==> config.mk <==
export PLATFORM = sky130hd
export DESIGN_NAME = url_percent_decoder_unit
export DESIGN_NICKNAME = d
export VERILOG_FILES = /design/src/hw/rtl/upd_pkg.sv /design/src/hw/rtl/url_percent_decoder_unit.sv /design/src/hw/rtl/upd_front.sv /design/src/hw/rtl/upd_fifo.sv /design/src/hw/rtl/upd_back.sv
export SDC_FILE = /design/constraint.sdc
export NUM_CORES = 1
export LEC_CHECK = 0
export ABC_AREA = 1
export BUFFER_PORTS_ARGS = -buffer_cell sky130_fd_sc_hd__buf_4
export CAP_MARGIN = 20
export CORE_MARGIN = 4
export CORE_UTILIZATION = 44
export CTS_BUF_LIST = sky130_fd_sc_hd__clkbuf_8
export DETAILED_ROUTE_END_ITERATION = 10
export PLACE_DENSITY = 0.62
export SYNTH_ARGS = -nofsm -noshare
export SYNTH_HDL_FRONTEND = slang
export SYNTH_SLANG_ARGS = --single-unit
==> constraint.sdc <==
create_clock -name clk -period 11.3 [get_ports clk]
set_input_delay 2.26 -clock clk [delete_from_list [all_inputs] [get_ports clk]]
set_output_delay 2.26 -clock clk [all_outputs]
set_load 0.005 [all_outputs]
==> src/hw/rtl/upd_pkg.sv <==
// Shared types, character constants and hex helpers for the URL percent decoder.
package upd_pkg;

	localparam int unsigned MAX_OUT = 3;
	localparam int unsigned CNT_W   = 2;
	localparam int unsigned Q_DEPTH = 4;
	localparam int unsigned Q_AW    = 2;

	localparam logic [7:0] CHAR_PCT   = 8'h25;
	localparam logic [7:0] CHAR_PLUS  = 8'h2B;
	localparam logic [7:0] CHAR_SPACE = 8'h20;
	localparam logic [7:0] CHAR_0     = 8'h30;
	localparam logic [7:0] CHAR_9     = 8'h39;
	localparam logic [7:0] CHAR_UA    = 8'h41;
	localparam logic [7:0] CHAR_UF    = 8'h46;
	localparam logic [7:0] CHAR_LA    = 8'h61;
	localparam logic [7:0] CHAR_LF    = 8'h66;
	localparam logic [7:0] HEX_ALPHA  = 8'd10;

	typedef struct packed {
		logic [7:0] in_byte;
		logic       in_last;
	} item_t;

	typedef struct packed {
		logic [7:0] out_byte;
		logic       out_last;
	} result_t;

	typedef struct packed {
		logic [MAX_OUT-1:0][7:0] data;
		logic [CNT_W-1:0]        cnt;
		logic                    last;
	} bundle_t;

	function automatic logic is_hex(input logic [7:0] c);
		return ((c >= CHAR_0) && (c <= CHAR_9)) ||
			((c >= CHAR_UA) && (c <= CHAR_UF)) ||
			((c >= CHAR_LA) && (c <= CHAR_LF));
	endfunction

	function automatic logic [3:0] hex_val(input logic [7:0] c);
		logic [7:0] d;
		d = c - CHAR_0;
		if ((c >= CHAR_UA) && (c <= CHAR_UF)) begin
			d = c - CHAR_UA + HEX_ALPHA;
		end else if ((c >= CHAR_LA) && (c <= CHAR_LF)) begin
			d = c - CHAR_LA + HEX_ALPHA;
		end
		return d[3:0];
	endfunction

endpackage

==> src/hw/rtl/url_percent_decoder_unit.sv <==
// Streaming URL percent decoder (form style, plus as space): top level.
// One encoded byte is taken per cycle whenever full is low, and decoded bytes leave one per
// cycle while pop is high and empty is low; a beat's bytes are registered in the queue. An input
// beat yields zero to three output bytes: a held escape releases its bytes when it resolves or
// when the string ends. The front end keeps the escape state and writes each beat's bytes as
// one bundle into a four-entry queue; the back end hands them out byte by byte, so full rises
// only when four bundles are waiting, and the output rate of one byte per cycle is what a
// stream of bad escapes can outrun.
module url_percent_decoder_unit import upd_pkg::*; (
	input  logic    clk,
	input  logic    arst_n,
	input  logic    push,
	output logic    full,
	input  item_t   item,
	output logic    empty,
	input  logic    pop,
	output result_t result
);

	logic    accept;
	logic    wr_en;
	bundle_t wr_data;
	logic    rd_en;
	bundle_t head;
	logic    valid;

	assign accept = push && !full;

	upd_front u_front (
		.clk     (clk),
		.arst_n  (arst_n),
		.item    (item),
		.accept  (accept),
		.wr_en   (wr_en),
		.wr_data (wr_data)
	);

	upd_fifo u_fifo (
		.clk     (clk),
		.arst_n  (arst_n),
		.wr_en   (wr_en),
		.wr_data (wr_data),
		.full    (full),
		.rd_en   (rd_en),
		.rd_data (head),
		.valid   (valid)
	);

	upd_back u_back (
		.clk    (clk),
		.arst_n (arst_n),
		.head   (head),
		.valid  (valid),
		.rd_en  (rd_en),
		.pop    (pop),
		.empty  (empty),
		.result (result)
	);

endmodule

==> src/hw/rtl/upd_front.sv <==
// Front end: tracks the escape state and turns each input beat into a bundle of output bytes.
module upd_front import upd_pkg::*; (
	input  logic    clk,
	input  logic    arst_n,
	input  item_t   item,
	input  logic    accept,
	output logic    wr_en,
	output bundle_t wr_data
);

	localparam logic [1:0] PH_IDLE  = 2'd0;
	localparam logic [1:0] PH_PCT   = 2'd1;
	localparam logic [1:0] PH_DIGIT = 2'd2;

	logic [1:0]              phase_q;
	logic [7:0]              held_q;
	logic [1:0]              phase_nxt;
	logic [7:0]              held_nxt;
	logic [MAX_OUT-1:0][7:0] data;
	logic [CNT_W-1:0]        cnt;
	logic                    do_idle;
	logic [7:0]              b;

	always_comb begin
		b         = item.in_byte;
		data      = '0;
		cnt       = '0;
		phase_nxt = PH_IDLE;
		held_nxt  = held_q;
		do_idle   = 1'b0;
		unique case (phase_q)
			PH_PCT: begin
				if (is_hex(b)) begin
					phase_nxt = PH_DIGIT;
					held_nxt  = b;
				end else begin
					data[cnt] = CHAR_PCT;
					cnt       = cnt + 2'd1;
					do_idle   = 1'b1;
				end
			end
			PH_DIGIT: begin
				if (is_hex(b)) begin
					data[cnt] = {hex_val(held_q), hex_val(b)};
					cnt       = cnt + 2'd1;
				end else begin
					data[cnt] = CHAR_PCT;
					cnt       = cnt + 2'd1;
					data[cnt] = held_q;
					cnt       = cnt + 2'd1;
					do_idle   = 1'b1;
				end
			end
			default: begin
				do_idle = 1'b1;
			end
		endcase
		if (do_idle) begin
			if (b == CHAR_PCT) begin
				phase_nxt = PH_PCT;
			end else begin
				data[cnt] = (b == CHAR_PLUS) ? CHAR_SPACE : b;
				cnt       = cnt + 2'd1;
			end
		end
		if (item.in_last) begin
			if (phase_nxt == PH_PCT) begin
				data[cnt] = CHAR_PCT;
				cnt       = cnt + 2'd1;
			end else if (phase_nxt == PH_DIGIT) begin
				data[cnt] = CHAR_PCT;
				cnt       = cnt + 2'd1;
				data[cnt] = held_nxt;
				cnt       = cnt + 2'd1;
			end
			phase_nxt = PH_IDLE;
			held_nxt  = '0;
		end
	end

	assign wr_data.data = data;
	assign wr_data.cnt  = cnt;
	assign wr_data.last = item.in_last;
	assign wr_en        = accept && (cnt != '0);

	always_ff @(posedge clk or negedge arst_n) begin
		if (!arst_n) begin
			phase_q <= PH_IDLE;
			held_q  <= '0;
		end else if (accept) begin
			phase_q <= phase_nxt;
			held_q  <= held_nxt;
		end
	end

endmodule

==> src/hw/rtl/upd_fifo.sv <==
// Short queue of byte bundles between the front end and the serializer.
module upd_fifo import upd_pkg::*; (
	input  logic    clk,
	input  logic    arst_n,
	input  logic    wr_en,
	input  bundle_t wr_data,
	output logic    full,
	input  logic    rd_en,
	output bundle_t rd_data,
	output logic    valid
);

	bundle_t         mem_q [Q_DEPTH];
	logic [Q_AW-1:0] wptr_q;
	logic [Q_AW-1:0] rptr_q;
	logic [Q_AW:0]   count_q;

	assign full    = (count_q == (Q_AW+1)'(Q_DEPTH));
	assign valid   = (count_q != '0);
	assign rd_data = mem_q[rptr_q];

	always_ff @(posedge clk) begin
		if (wr_en) begin
			mem_q[wptr_q] <= wr_data;
		end
	end

	always_ff @(posedge clk or negedge arst_n) begin
		if (!arst_n) begin
			wptr_q  <= '0;
			rptr_q  <= '0;
			count_q <= '0;
		end else begin
			if (wr_en) begin
				wptr_q <= wptr_q + 1'b1;
			end
			if (rd_en) begin
				rptr_q <= rptr_q + 1'b1;
			end
			case ({wr_en, rd_en})
				2'b10:   count_q <= count_q + 1'b1;
				2'b01:   count_q <= count_q - 1'b1;
				default: count_q <= count_q;
			endcase
		end
	end

endmodule

==> src/hw/rtl/upd_back.sv <==
// Back end: walks through the head bundle and presents one decoded byte per beat.
module upd_back import upd_pkg::*; (
	input  logic    clk,
	input  logic    arst_n,
	input  bundle_t head,
	input  logic    valid,
	output logic    rd_en,
	input  logic    pop,
	output logic    empty,
	output result_t result
);

	logic [CNT_W-1:0] idx_q;
	logic             at_end;
	logic             take;

	assign at_end          = (idx_q == head.cnt - 2'd1);
	assign take            = pop && valid;
	assign rd_en           = take && at_end;
	assign empty           = !valid;
	assign result.out_byte = head.data[idx_q];
	assign result.out_last = head.last && at_end;

	always_ff @(posedge clk or negedge arst_n) begin
		if (!arst_n) begin
			idx_q <= '0;
		end else if (take) begin
			idx_q <= at_end ? '0 : idx_q + 2'd1;
		end
	end

	a_bundle_nonempty: assert property (@(posedge clk) disable iff (!arst_n)
		valid |-> (head.cnt != '0))
		else $error("Queued bundle carries no bytes.");

	a_idx_in_range: assert property (@(posedge clk) disable iff (!arst_n)
		valid |-> (idx_q < head.cnt))
		else $error("Byte index runs past the head bundle.");

	a_idx_advance: assert property (@(posedge clk) disable iff (!arst_n)
		(take && !at_end) |=> (idx_q == $past(idx_q) + 2'd1))
		else $error("Byte index did not advance after a beat.");

	a_idx_wrap: assert property (@(posedge clk) disable iff (!arst_n)
		rd_en |=> (idx_q == '0))
		else $error("Byte index not cleared after the bundle was retired.");

endmodule
==> impl_metrics.tcl, run 1 <==
set metrics [dict create \
    cp-end-kind "register" \
    clk_path_buf_depth 2 \
    crit_fanout 8 \
    fin_crit_ps 5468 \
    drive_above_1_share_pct 13.18 \
    core_area_mm2 0.01453 \
    ant_nets 0 \
    reg2reg_slack_ps 7720 \
    dieArea_mm2 0.01679 \
    postCtsSetupBuffers 0 \
    fp-row-count 44 \
    worstSetupStartpointType "input pin" \
    cts_tree "done" \
    vias_per_cell 5.566 \
    portBuffers 23 \
    async_flop_share_pct 14.96 \
    final-max-slew-violation-count 0 \
    dp_hpwl_mm 11.36 \
    min_from "u_fifo.count_q[0]" \
    crit_type "in -> reg" \
    drt-initial-drc-count 383 \
    yosysMostFrequentCell "edfxtp_1" \
    synth.area.top_cells "edfxtp_1 50%, dfrtp_1 7.3%, o21ai_0 6.1%" \
    max_freq_ghz 0.1829 \
    r2r_start "u_fifo.rptr_q[1]" \
    grt_pass1_vias 4702 \
    hp-class "reg -> reg" \
    power_density_mw_per_mm2 212.5 \
    fin_area_mm2 0.007276 \
    via_count 4909 \
    grt_setup_unrepaired "false" \
    grt_max_degree 57 \
    die_h_um 129.6 \
    setup_violations 0 \
    cap_viol_max_count 0 \
    fin_cells 882 \
    syn_inst 658 \
    clk-insertion-delay-late_ps 450 \
    postSynthAreaPerCell_um2 9.884 \
    pin_count 24 \
    status "completed" \
    ff2ff_path_depth 15 \
    cts.sinks 127 \
    arrival_ps 5790 \
    synthTopCellsByCount "108 x edfxtp_1, 94 x nand2_1, 92 x nor2_1" \
    synthesis.area_mm2 0.006504 \
    ys_ff_latch 127 \
    start_util_pct 44.75 \
    tightest_slew_ps 929.8 \
    ctsHoldBuffers 0 \
    synthFlopType "edfxtp_1" \
    ys_warn_count 0 \
    synth_fp_nets 694 \
    clk_transition_reported_paths_ps 70 \
    slew_headroom_pct 37.94 \
    worstPathRequired_ps 11620 \
    fp.dieW_um 129.6 \
    cts_buffers 17 \
    antenna_cells 0 \
    dpl_cell_area_mm2 0.006879 \
    h-tree-depth 4 \
    grtUsageTotal_pct 20.97 \
    nNetsFinal 721 \
    drc_errors 0 \
    yosys.area.top_type "edfxtp_1" \
    synth_top_area_share_pct 49.87 \
    root_buffer "clkbuf_8" \
    clock_skew_ps 14.44 \
    reg2reg_to "u_fifo.count_q[2]" \
    synth_edf_count 108 \
    holdPathStages 1 \
    post-route-period-util_pct 48.39 \
    synthToLayoutAreaGrowth_pct 11.87 \
    fill_cells 1347 \
    leakagePower_nw 2.852 \
    routedWlPerCell_um 19.02 \
    peakVddDrop_mv 0.1017 \
    hold_viol 0 \
    drtPass1Iterations 5 \
    place_inst 849 \
    overflow 0 \
    tns_ps 0 \
    total_power_mw 1.546 \
    synthDistinctLibCells 43 \
    drt_wl_total_mm 16.78 \
    antenna_found_initial 0 \
    ys_seq_area_share_pct 57.18 \
    place_congestion 0.9908 \
    ctsResizeCount 0 \
    grt_first_pass_wirelength_mm 26.09 \
    hold_path_end "u_fifo.count_q[0]" \
]
==> cell families (layout without fill, tap and decap cells) <==
kind of cell | Yosys count | after routing | share of synthesized area [%]
xor+xnor | 8 | 8 | 1.077
simple gates | 233 | 233 | 15.97
compound gates | 167 | 167 | 15.31
fa+ha+maj | 23 | 23 | 4.540
flops | 127 | 127 | 57.18
buf+inv | 100 | 140 | 5.925
==> worst max path at each step <==
stage / end / cells after the start / startpoint / slack, ps
2_1_floorplan: u_fifo.mem_q[0][0] / 17 / item[2] / 5370
3_3_place_gp: u_fifo.count_q[2] / 25 / item[2] / 5500
3_5_place_dp: u_fifo.count_q[2] / 24 / item[2] / 5380
4_1_cts: u_fifo.count_q[2] / 25 / item[2] / 5860
5_1_grt: u_fifo.count_q[2] / 25 / item[2] / 5550
6_report: u_fifo.count_q[2] / 24 / item[2] / 5830
==> placed cells by master, fill, tap and decap left out, types with 2 or more instances in the layout <==
master and instances:
buf_4 32, edfxtp_1 108, bufinv_16 2, a22oi_1 6, clkbuf_8 21, o22ai_1 30, inv_2 9, nand2_4 3
o21ai_1 3, ha_1 22, nand3_4 3, nand2_2 5, clkinv_2 2, clkinv_1 3, a21oi_1 19, a32o_1 6
nor2_1 88, o21ai_0 79, inv_1 69, dfrtp_1 19, nand3_1 19, xor2_1 7, o221ai_1 12, nor2_2 8
o211ai_1 6, nor3_1 5, nand2_1 94
==> where the power goes <==
| group | total, mW | switching [mW] | internal, mW |
|---|---|---|---|
| clock | 0.379 | 0.165 | 0.214 |
| combinational | 0.557 | 0.365 | 0.193 |
| sequential | 0.610 | 0.0195 | 0.590 |
==> stage by stage <==
stage / utilization (%) / setup slack (ps) / hold WS (ps)
6_report: 50.06 / 5832 / 474.6
5_1_grt: 50.06 / 5555 / 498.1
4_1_cts: 50.01 / 5857 / 477.1
3_5_place_dp: 47.33 / 5381 / 463.3
3_3_place_gp: 47.33 / 5497 / 462.7
2_1_floorplan: - / 5365 / 446.5
==> routing by layer <==
layer | routed length, µm | global-route usage [%]
met4 | 303 | 7.579
met2 | 8225 | 34.33
met5 | 0 | 0
met1 | 7174 | 27.27
met3 | 1075 | 5.070
==> layout make-up <==
cell class / count / area [µm²] / share of cell area [%]
clock buffer: 21 / 289.0 / 3.972
sequential: 127 / 3719 / 51.11
clock inverter: 11 / 100.1 / 1.376
inverter: 76 / 287.8 / 3.955
tap: 184 / 230.2 / 3.164
timing repair buffer: 32 / 240.2 / 3.302
multi-input combinational: 431 / 2410 / 33.12
==> worst max-delay path, stage by stage <==
cell      delay, ps
buf_4           130
inv_1           130
ha_1            220
nand3b_1        170
nand3_4         140
nand2_4         130
nand2_1          80
nand2_1         170
inv_1            70
ha_1            290
nand2_1         110
nand3_4         130
ha_1            240
nor2_1          130
nand2_2          70
nand2_2          70
nand3_2         110
nand2_4         140
ha_1            150
inv_1            70
fa_1            380
a21oi_1         140
o21ai_0         110
xor2_1          150
==> state kept, by name (all words and copies together) (netlist names) <==
name,cells
u_front.phase_q,2
u_front.held_q,8
u_fifo.count_q,3
u_fifo.wptr_q,2
u_fifo.mem_q,108
u_back.idx_q,2
u_fifo.rptr_q,2
Power figures use the tool's default switching activity.
==> run 2: changes to the inputs <==
Clock period 11.3 ns to 5.1 ns, I/O delays scaled along.
==> impl_metrics.tcl, run 2 (same netlist as run 1, synthesis figures left out) <==
set metrics [dict create \
    post-route-period-util_pct 82.81 \
    h-tree-depth 4 \
    status "completed" \
    hold_viol 0 \
    drc_errors 0 \
    cts.sinks 127 \
    worst-path-buf-inv 4 \
    crit_type "in -> reg" \
    antenna_found_initial 0 \
    cap_viol_max_count 0 \
    ff2ff_path_depth 21 \
    via_count 4988 \
    critPathTopFamily "simple AND/OR/NAND/NOR gates" \
    pin_count 24 \
    clk_path_buf_depth 2 \
    setup_violations 0 \
    r2r_start "u_front.phase_q[0]" \
    clock_skew_ps 10.13 \
    portBuffers 23 \
    crit_fanout 7 \
    power_density_mw_per_mm2 462.0 \
    hp-class "in -> async" \
    final_cell_mix "108 x edfxtp_1, 94 x nand2_1, 88 x nor2_1" \
    routedWlPerCell_um 19.09 \
    total_power_mw 3.338 \
    max_freq_ghz 0.2368 \
    reg2reg_to "u_fifo.count_q[2]" \
    final_util_pct 49.72 \
    pre_cts_slack_ps 407.3 \
    ctsResizeCount 0 \
    dp_hpwl_mm 11.52 \
    grt_first_pass_wirelength_mm 26.31 \
    synthToLayoutAreaGrowth_pct 11.10 \
    tns_ps 0 \
    grtUsageTotal_pct 20.99 \
    cp-end-kind "register" \
    crit_slowest_cell "fa_1" \
    slowest_delay_ps 370 \
    grt_max_degree 55 \
    cts_buffers 17 \
    ant_nets 0 \
    grt_setup_unrepaired "false" \
    final_common_cell "edfxtp_1" \
    postCtsSetupBuffers 0 \
    fin_crit_ps 4223 \
    drt_wl_total_mm 16.84 \
    drt-initial-drc-count 508 \
    largest_reg_flops 108 \
    clk-insertion-delay-late_ps 440 \
    timing.hold.ws_ps 447.4 \
    ctsHoldBuffers 0 \
    core_area_mm2 0.01453 \
    overflow 0 \
    worstPathRequired_ps 5410 \
    top_register "u_fifo.mem_q" \
    fp-row-count 44 \
    antenna_cells 0 \
    nNetsFinal 721 \
    grt_pass1_vias 4729 \
    leakagePower_nw 2.810 \
    arrival_ps 4540 \
    reg.largest.list "u_fifo.mem_q: 108 flops, u_front.held_q: 8 flops, u_fifo.count_q: 3 flops" \
    cpMostUsedCell "nand2_1" \
    reg2reg_slack_ps 1570 \
    drive_above_1_share_pct 13.47 \
    fp.dieW_um 129.6 \
    start_util_pct 44.75 \
    dieArea_mm2 0.01679 \
    peakVddDrop_mv 0.2773 \
    root_buffer "clkbuf_8" \
    fin_ws_ps 876.6 \
    cts_tree "done" \
    place_congestion 0.9923 \
    final-max-slew-violation-count 0 \
    drtPass1Iterations 5 \
    tightest_slew_ps 973.7 \
    vias_per_cell 5.655 \
    worstSetupStartpointType "input pin" \
    die_h_um 129.6 \
    slew_headroom_pct 35.01 \
    clk_transition_reported_paths_ps 70 \
]
[run 2: area by class of cell]
| type | count | area, µm² |
|---|---|---|
| Fill cell | 1342 | 7308 |
| Sequential cell | 127 | 3719 |
| Multi-Input combinational cell | 431 | 2410 |
| Inverter | 76 | 287.8 |
| Timing Repair Buffer | 32 | 240.2 |
| Clock buffer | 17 | 234.0 |
| Tap cell | 184 | 230.2 |
| Clock inverter | 15 | 105.1 |
[run 2: metrics by stage]
step	instances	cell area, µm²
2_1_floorplan	658	6504
5_1_grt	882	7226
3_3_place_gp	849	6879
6_report	882	7226
3_5_place_dp	849	6879
4_1_cts	881	7218
[run 2: worst max path at each step]
stage          startpoint                  to  slack [ps]  depth (start not counted)
2_1_floorplan     item[2]  u_fifo.mem_q[2][0]         410                         17
3_3_place_gp      item[2]   u_fifo.count_q[2]         510                         25
3_5_place_dp      item[2]   u_fifo.count_q[2]         410                         25
4_1_cts           item[2]   u_fifo.count_q[2]         880                         24
5_1_grt           item[2]   u_fifo.count_q[2]         540                         25
6_report          item[2]   u_fifo.count_q[2]         880                         25
[run 2: routing by layer]
| layer | GRT usage, % | part of all wire (%) | up-vias |
|---|---|---|---|
| met5 | 0 | 0 | - |
| met4 | 8.252 | 2.3 | 0 |
| met3 | 5.317 | 6.3 | 29 |
| met2 | 33.85 | 49 | 204 |
| met1 | 27.30 | 43 | 2401 |
| li1 | - | - | 2354 |
[run 2: power breakdown]
| part | internal, mW | switching [mW] |
|---|---|---|
| logic | 0.425 | 0.791 |
| registers | 1.31 | 0.0701 |
| clock network | 0.370 | 0.375 |
==> run 3: changes to the inputs <==
Clock period 5.1 ns to 3.9 ns, I/O delays scaled along.
==> impl_metrics.tcl, run 3 (same netlist as run 1, synthesis figures left out) <==
set metrics [dict create \
    worstPathRequired_ps 4210 \
    grt_pass1_vias 4962 \
    largest_reg_flops 108 \
    top_register "u_fifo.mem_q" \
    grt_first_pass_wirelength_mm 26.77 \
    power_density_mw_per_mm2 586.9 \
    drtPass1Iterations 5 \
    place_inst 893 \
    setup_violations 0 \
    cp-end-kind "register" \
    fp.dieW_um 129.6 \
    routedWlPerCell_um 18.30 \
    clock_skew_ps 10.62 \
    nNetsFinal 764 \
    portBuffers 23 \
    multi_input_area_mm2 0.002410 \
    arrival_ps 3900 \
    start_util_pct 44.75 \
    drt-initial-drc-count 447 \
    ctsResizeCount 0 \
    peakVddDrop_mv 0.2921 \
    ant_nets 0 \
    fill_cells 1333 \
    root_buffer "clkbuf_8" \
    grt_setup_unrepaired "false" \
    grtUsageTotal_pct 21.15 \
    post-route-period-util_pct 92.07 \
    pin_count 24 \
    dp_hpwl_mm 11.69 \
    leakagePower_nw 3.037 \
    final_cell_mix "108 x edfxtp_1, 94 x nand2_1, 88 x nor2_1" \
    cts.sinks 127 \
    clk_path_buf_depth 2 \
    postCtsSetupBuffers 0 \
    synthToLayoutAreaGrowth_pct 17.16 \
    fin_area_mm2 0.007620 \
    antenna_cells 0 \
    crit_fanout 4 \
    clk-insertion-delay-late_ps 440 \
    vias_per_cell 5.529 \
    place_congestion 0.9590 \
    core_area_mm2 0.01453 \
    grt_max_degree 53 \
    clk_transition_reported_paths_ps 70 \
    overflow 0 \
    final-max-slew-violation-count 0 \
    tightest_slew_ps 890.3 \
    dieArea_mm2 0.01679 \
    slew_headroom_pct 40.43 \
    dpl_cell_area_mm2 0.007259 \
    drt_wl_total_mm 16.89 \
    total_power_mw 4.472 \
    cts_buffers 17 \
    max_freq_ghz 0.2785 \
    cts_tree "done" \
    ctsHoldBuffers 0 \
    drc_errors 0 \
    cap_viol_max_count 0 \
    hold_viol 0 \
    crit_type "in -> reg" \
    worstSetupStartpointType "input pin" \
    antenna_found_initial 0 \
    h-tree-depth 4 \
    hp-class "in -> async" \
    fin_crit_ps 3591 \
    drive_above_1_share_pct 18.27 \
    status "completed" \
    regArea_mm2 0.003719 \
    fin_cells 923 \
    via_count 5103 \
    fp-row-count 44 \
    final_common_cell "edfxtp_1" \
    reg.largest.list "u_fifo.mem_q: 108 flops, u_front.held_q: 8 flops, u_fifo.count_q: 3 flops" \
    die_h_um 129.6 \
]
## run 3: worst paths after layout
kind	slack (ps)	end	startpoint	cells after the start
max	310	u_fifo.count_q[2]	item[2]	23
min reg2reg	480	u_fifo.count_q[0]	u_fifo.count_q[0]	1
min in group clk	480	u_fifo.count_q[0]	u_fifo.count_q[0]	1
max reg2reg	640	u_fifo.count_q[2]	u_front.phase_q[1]	20
min	210	u_back.idx_q[0]	arst_n	1
max in group asynchronous	3470	u_front.held_q[3]	arst_n	1
## run 3: power by group
group	switching (mW)	internal, mW
sequential	0.0968	1.71
combinational	1.02	0.604
clock	0.490	0.550
## run 3: layout make-up
cell class                      count  share of cell area, %
Clock buffer                       17                  3.071
Clock inverter                     13                  1.658
Inverter                           76                  3.777
Tap cell                          184                  3.021
Multi-Input combinational cell    431                  31.63
Sequential cell                   127                  48.80
Timing Repair Buffer               75                  8.046
## run 3: layer usage
layer  track usage [%]  up-vias  part of all wire, %
met5                 0        -                    0
met4             7.090        0                  1.9
met3             4.452       18                  5.0
met2             33.70      142                   48
met1             28.97     2505                   45
li1                  -     2438                    -
## run 3: through the flow
| stage | util [%] | hold WS [ps] | setup TNS, ps | setup slack (ps) |
|---|---|---|---|---|
| floorplan | - | 446.5 | -12690 | -117.3 |
| finish | 52.43 | 210.1 | 0 | 309.2 |
| detailed placement | 49.95 | 467.9 | -109.7 | -109.7 |
| CTS | 52.43 | 186.9 | 0 | 339.6 |
| global placement | 49.95 | 463.3 | -55.80 | -55.80 |
| global route | 52.43 | 188.8 | 0 | 43.43 |
## run 3: worst max-delay path, cell delays in order
cell and delay [ps]:
buf_4 80, inv_1 50, ha_1 210, o21ai_0 170, nand2_1 70, nand2_1 140
nand3_1 120, nand2_1 100, inv_1 50, ha_1 280, nand2_1 110, nand3_4 100
ha_1 290, o22ai_1 90, inv_1 90, nand3_2 120, nand2_4 80, ha_1 130
inv_1 50, fa_1 370, a21oi_1 150, o21ai_0 120, xor2_1 150
